### src/rtl/hmis_pkg.sv
// Shared constants and types for the hybrid merge insertion sorter.
`default_nettype none
package hmis_pkg;

    // Set size and field widths
    localparam int MAX_ITEMS = 64;
    localparam int VAL_W     = 32;
    localparam int CNT_W     = $clog2(MAX_ITEMS + 1);

    // Configuration port
    localparam int PADDR_W = 3;
    localparam int PDATA_W = 32;
    localparam int THR_W   = 7;
    localparam logic [THR_W-1:0] THR_RESET = 7'd8;

    // Register indexes (paddr[PADDR_W-1:2])
    localparam logic [PADDR_W-3:0] REG_RUN_THRESHOLD = 1'b0;

    // Control broadcast to every cell of the row
    typedef struct packed {
        logic                    insert;
        logic                    shift;
        logic signed [VAL_W-1:0] key;
    } t_cell_ctrl;

endpackage
`default_nettype wire

### src/rtl/hmis_cell.sv
// One cell of the sorting row: holds one value, inserts or shifts left.
`default_nettype none
module hmis_cell
    import hmis_pkg::*;
(
    input  wire logic                    i_clk,
    input  wire logic                    i_rst_n,
    input  wire t_cell_ctrl              i_ctrl,
    // Neighbor toward the head of the row
    input  wire logic                    i_prev_valid,
    input  wire logic signed [VAL_W-1:0] i_prev_value,
    input  wire logic                    i_prev_keep,
    // Neighbor toward the tail of the row
    input  wire logic                    i_next_valid,
    input  wire logic signed [VAL_W-1:0] i_next_value,
    // Cell contents
    output logic                         o_valid,
    output logic signed [VAL_W-1:0]      o_value,
    output logic                         o_keep
);

    logic                    r_valid;
    logic                    n_valid;
    logic signed [VAL_W-1:0] r_value;
    logic signed [VAL_W-1:0] n_value;

    // Stored value stays put when it sorts at or before the new key
    assign o_keep  = r_valid && (r_value <= i_ctrl.key);
    assign o_valid = r_valid;
    assign o_value = r_value;

    // Next contents: insert the key here, take the head-side value, or shift out
    always_comb begin
        n_valid = r_valid;
        n_value = r_value;
        if (i_ctrl.insert) begin
            if (!o_keep) begin
                if (i_prev_keep) begin
                    n_valid = 1'b1;
                    n_value = i_ctrl.key;
                end else begin
                    n_valid = i_prev_valid;
                    n_value = i_prev_value;
                end
            end
        end else if (i_ctrl.shift) begin
            n_valid = i_next_valid;
            n_value = i_next_value;
        end
    end

    always_ff @(posedge i_clk) begin
        if (!i_rst_n) begin
            r_valid <= 1'b0;
        end else begin
            r_valid <= n_valid;
        end
    end

    always_ff @(posedge i_clk) begin
        r_value <= n_value;
    end

endmodule
`default_nettype wire

### config.mk
export PLATFORM = sky130hd
export DESIGN_NAME = hmis_cell
export DESIGN_NICKNAME = d
export VERILOG_FILES = /design/src/rtl/hmis_pkg.sv /design/src/rtl/hmis_cell.sv
export SDC_FILE = /design/constraint.sdc
export NUM_CORES = 1
export LEC_CHECK = 0
export BUFFER_PORTS_ARGS = -buffer_cell sky130_fd_sc_hd__buf_2
export CELL_PAD_IN_SITES_DETAIL_PLACEMENT = 0
export CELL_PAD_IN_SITES_GLOBAL_PLACEMENT = 1
export CORE_UTILIZATION = 35
export CTS_CLUSTER_DIAMETER = 200
export DETAILED_ROUTE_END_ITERATION = 8
export PLACE_DENSITY_LB_ADDON = 0.1
export SETUP_SLACK_MARGIN = 0.5
export SYNTH_ARGS = -nofsm -noshare
export SYNTH_HDL_FRONTEND = slang
export SYNTH_SLANG_ARGS = --single-unit
### constraint.sdc
create_clock -name i_clk -period 8.84 [get_ports i_clk]
set_input_delay 0.442 -clock i_clk [delete_from_list [all_inputs] [get_ports i_clk]]
set_output_delay 0.442 -clock i_clk [all_outputs]
set_load 0.03 [all_outputs]
Word-level counts from Yosys, hierarchy flattened

Cells that the tools add are included.

Magnitude comparators: 1
Equal/unequal tests: 1
Mux-type cells: 8
Reductions and logical operators: 3

Operator list:

| kind                                 | count |
|---|---|
| 2-to-1 mux 32 bit                    | 4 |
| less-or-equal comparator 32 bit      | 1 |
| 2-to-1 mux 1 bit                     | 4 |
| != test 2 bit, second input constant | 1 |
| AND reduction 2 bit                  | 1 |
| nonzero test 2 bit                   | 1 |
| logical AND 1 bit                    | 1 |

Register bits: 33
Input port bits: 103
Output and inout bits: 34
Word-level logic and storage cells: 15

Logic depth before layout (Yosys ltp)

Word-level depth: 4
Gate-level depth with buffers: 8
Depth with buffers taken out: 8

Worst setup path before layout

Ideal clock, no wire load.

Path type: register to register
Start point: reg r_value[17] (netlist: o_value[17])
End point: reg r_value[0] (netlist: o_value[0]) (enable)
Library setup time: 433 ps
Data arrival time: 3589 ps
Required time: 8407 ps
Path slack: 4818 ps
Cell stages (with the launch flop): 8
Buffers on the path: 0
Period minus slack after synthesis: 4022 ps
Cells stage by stage: edfxtp_1 -> ha_1 -> a21o_1 -> a221o_1 -> nand2_1 -> a311oi_1 -> or3b_2 -> o22ai_1

Longest elaborated chain between the ends: 4

RTL lines:

| what                            | RTL line        | source |
|---|---|---|
| from (decl)                     | hmis_cell.sv:24 | `logic signed [VAL_W-1:0] r_value;` |
| from (signal assigned)          | hmis_cell.sv:61 | `r_value <= n_value;` |
| less-or-equal comparator 32 bit | hmis_cell.sv:28 | `assign o_keep = r_valid && (r_value <= i_ctrl.key);` |
| logical AND 1 bit               | hmis_cell.sv:28 |  |
| != test 2 bit (no line)         | n/a             |  |
| AND reduction 2 bit (no line)   | n/a             |  |

No other way between the ends.
A chain may end at the register's enable or synchronous reset.

Worst setup path in the final report

Start point: reg r_value[31] (netlist: o_value[31])
End point: out o_keep

Longest elaborated chain between the ends: 2

RTL lines:

| what                            | RTL line        | source |
|---|---|---|
| less-or-equal comparator 32 bit | hmis_cell.sv:28 |  |
| logical AND 1 bit               | hmis_cell.sv:28 |  |
| to (decl)                       | hmis_cell.sv:19 | `output logic o_keep` |

No other way between the ends.

==> results.md <==
Run status:
- The flow ran to the end, and the final reports show no timing, DRC or antenna violations.

Synthesis:
- sky130_fd_sc_hd__edfxtp_1 takes more of the synthesized area than any other cell.
- The summed instance area of the synthesized netlist is ~0.0025 mm2.
- The top flip-flop cell by instance count after synthesis is sky130_fd_sc_hd__edfxtp_1.
- Sequential elements use 38.89% of the synthesized area.
- When the netlist entered floorplanning its net count stood at between 400 and 500.
- The proportion of register bits with asynchronous set or reset after synthesis is 0%.
- The count of unique library cells instantiated by Yosys is 32.
- In this run the mean area of a mapped cell was between 9 and 10 um2.
- Counting flops with a built-in enable in the synthesized netlist gives 32.
- The synthesized design devotes to its leading area cell type 38.10% of total area.
- After synthesis the netlist holds a flip-flop and latch count of 33.
- After synthesis, the cell types taking the most area are sky130_fd_sc_hd__edfxtp_1 (38%), sky130_fd_sc_hd__ha_1 (16%), sky130_fd_sc_hd__mux2i_1 (13%), sky130_fd_sc_hd__a21oi_1 (8.9%), sky130_fd_sc_hd__nor2_1 (5.2%).
- The instance count of the mapped netlist is 270.
- The synthesis warning total is 0.

Setup path:
- In this run the critical register-to-register path is launched from o_value[31].
- The worst flop-to-flop path endpoint is o_value[1].
- Counting both buffers and inverters, the worst setup path holds a total of 1.
- Data on the critical path arrives at its endpoint at 2.89 ns.
- The worst reg-to-reg path cell count is 7.
- The category of the most critical setup path is reg -> out.
- The delay of the slowest cell on the worst path is ~0.42 ns.
- Data on the critical path is required at its endpoint by 8.40 ns.
- The signal on the critical path passes through ha_1 > nand4_2 > nor4_2 > nand4_1 > nor3_1 > nor4_1 > or3_1 > buf_2.
- The slack of the worst reg-to-reg path is 5.62 ns.
- The worst-path cell with the longest stage delay is sky130_fd_sc_hd__or3_1.
- The kind of launch point of the worst setup path is a register.
- The kind of cell adding the most delay to the critical path is simple AND/OR/NAND/NOR gates.
- The endpoint class of the critical path is an output port.
- Of all nets on the critical path, the largest fanout is 5.

STA:
- The clock tree skew after final layout is 0.009632 ns.
- In this run the tightest slew margin relative to its limit is 26.15%.
- Setup repair after global routing left no endpoint under its margin.
- The final-report hold violation count came to 0.
- The maximum clock frequency is 300.3 MHz.
- The post-route fraction of the period consumed by the critical path is 37.67%.
- The time the final worst path needs with I/O delays and setup is 3.330 ns.
- The number of pins with negative max-slew slack in the final report is 0.
- Adding up every negative setup slack in the final design gives 0 ns.
- The worst-margin pin slew is about 1.1 ns.
- Setup violations remaining at the end of the flow were counted as 0.

Hold path:
- The path with the worst hold slack has its endpoint at o_value[19].
- The worst min-delay path startpoint is i_next_value[19].
- The path class of the tightest hold or removal check is in -> reg.
- Counting instances, the worst hold path has a depth of 3.

GRT:
- In the global route stage, overall resource usage came out at about 17%.
- The via count of the first global-routing pass is 2188.
- Summed over all layers, the global routing overflow is 0.
- The number of antenna violations at the first check in global routing is 0.
- The global-route wire length before repair is 9846 um.
- Entering global routing, the biggest net connects 69 pins.

Floorplan:
- The placeable core area is 0.006869 mm2.
- The initial utilization of the core area, before any placement, comes to 36.72%.
- The die area is 0.007551 mm2.
- The die is 86.90 um wide.
- The count of pins on the block boundary is 137.
- The floorplan has 30 rows.
- The die is between 80 and 90 um tall.

Placed design:
- The number of buffers inserted by port buffering is 136.
- Routability-driven placement finished with a final weighted congestion of 0.7063.
- Once detailed placement completed, the half-perimeter wirelength came to 4960 um.

Clocking:
- TritonCTS created 5 clock buffers.
- The insertion delay to the later sink of the worst-skew pair is just under 0.3 ns.
- The number of H-tree branching levels is 2.
- The number of setup buffers added after CTS is 0.
- Clock tree synthesis found a total of 33 sinks.
- The root buffer cell is sky130_fd_sc_hd__clkbuf_8.
- TritonCTS built the clock tree.
- Counting along the longest clock path gives a buffer depth of 2.
- After clock tree synthesis, the clock-pin slew on the worst setup and hold paths is 0.07 ns.
- The number of gates resized after CTS was 0.
- Buffers inserted to repair hold after CTS numbered 0.

Power and ir drop:
- The analysis attributes to cell leakage a power of 1.759 nW.
- Across the VDD grid, the largest voltage drop is 0.00007243 V.
- Power spread over the standard cell area amounts to roughly 140 mW/mm2.
- The design draws 485.4 uW.

Final layout:
- The number of nets at the end of the flow is 538.
- The sequential cell area is 980.9 um2.
- Counting the fill cells in the layout gives 690.
- The end-of-flow core utilization is 49.36%.
- Compared with the post-synthesis result, the final layout area differs by 34.42%.
- The total area of multi-input combinational cells is 0.001384 mm2.
- The post-route netlist has 36.63% of its cells at a drive strength greater than 1.
- In the layout the commonest cells are sky130_fd_sc_hd__buf_2 (136), sky130_fd_sc_hd__a21oi_1 (45), sky130_fd_sc_hd__nor2_1 (35), sky130_fd_sc_hd__inv_1 (34).
- The library cell used most frequently in the layout, excluding fill and tap cells, is sky130_fd_sc_hd__buf_2.
- The antenna diode instance count is 0.

Detailed routing:
- In this run, the number of DRC markers left after iteration 0 of detailed routing was 59.
- The via density per instance is ~4.7.
- The detail route stage leaves a number of antenna-violating nets equal to 0.
- The average detailed-routed wire length per instance is around 13 um.
- The routed layout has 2358 vias.
- The post-detailed-routing wire length is 6290 um.
- The number of remaining DRC errors is 0.
- The iteration count of the initial detailed-routing pass is 4.

Run:
- The tool flagged a number of max-cap violations equal to 0.
==> state kept, by name, indices dropped and copies added (netlist names) <==
signal and flops:
o_value 32, o_valid 1
==> layer usage <==
| metal | track usage [%] | wire length (um) | vias to the layer above |
|---|---|---|---|
| met1 | 21.07 | 2782 | 1040 |
| met3 | 3.697 | 407 | 7 |
| met4 | 5.000 | 67 | 0 |
| li1 | - | - | 1232 |
| met2 | 29.06 | 3033 | 79 |
| met5 | 0 | 0 | - |
==> how the worst max path moves through the flow <==
stage                 endpoint  slack, ns  cells after the start   startpoint
floorplan           o_value[0]       4.82                      7  o_value[17]
global placement    o_value[7]       5.40                      9   i_ctrl[31]
detailed placement  o_value[6]       5.40                      9   i_ctrl[31]
CTS                     o_keep       5.50                      8  o_value[31]
global route        o_value[2]       5.31                      7  o_value[31]
finish                  o_keep       5.51                      8  o_value[31]
==> worst register-to-register path, cell delays in order, from the launching register on <==
cell and delay, ns:
sky130_fd_sc_hd__edfxtp_1 0.40, sky130_fd_sc_hd__ha_1 0.39, sky130_fd_sc_hd__nand4_2 0.15, sky130_fd_sc_hd__nor4_2 0.40, sky130_fd_sc_hd__nand4_1 0.24, sky130_fd_sc_hd__nor3_1 0.26, sky130_fd_sc_hd__nor4_1 0.14, sky130_fd_sc_hd__o22ai_4 0.84
==> power breakdown <==
group | internal (mW) | total [mW] | switching (mW)
logic | 0.0632 | 0.161 | 0.0980
clock network | 0.0636 | 0.121 | 0.0579
registers | 0.194 | 0.203 | 0.00865
==> cell usage after synthesis, drive strengths merged (2+ instances only) <==
cell    number
a21o         2
a21oi       45
buf          4
clkbuf       7
edfxtp      32
ha          32
inv         34
mux2i       32
nand2       12
nand3        3
nand4        6
nor2        35
nor4         3
o21ai        7
or3          2
==> metrics by stage <==
stage / std cells / instance area (um2) / worst slack [ns] / hold slack [ns]
after CTS: 500 / 3391 / 5.500 / 0.4671
after floorplan: 270 / 2522 / 4.818 / 0.6676
final: 500 / 3391 / 5.510 / 0.4706
after detailed placement: 492 / 3301 / 5.398 / 0.7486
after global placement: 492 / 3301 / 5.402 / 0.7462
after global routing: 500 / 3391 / 5.314 / 0.4749
==> cell families (layout without fill, tap and decap cells) <==
group           after synthesis  after routing  share of synthesized area, %
simple gates                 68             68                         12.70
flops                        33             33                         38.89
fa+ha+maj                    32             32                         15.87
mux                          32             32                         12.70
buf+inv                      45            179                         6.796
compound gates               60             60                         13.05
==> layout make-up <==
| class | instances | area share [%] |
|---|---|---|
| sequential | 33 | 28.93 |
| tap | 96 | 3.542 |
| inverter | 34 | 3.764 |
| multi-input combinational | 192 | 40.81 |
| clock buffer | 8 | 2.657 |
| timing repair buffer | 137 | 20.30 |
Note: power is estimated with default switching activity, not from simulation.
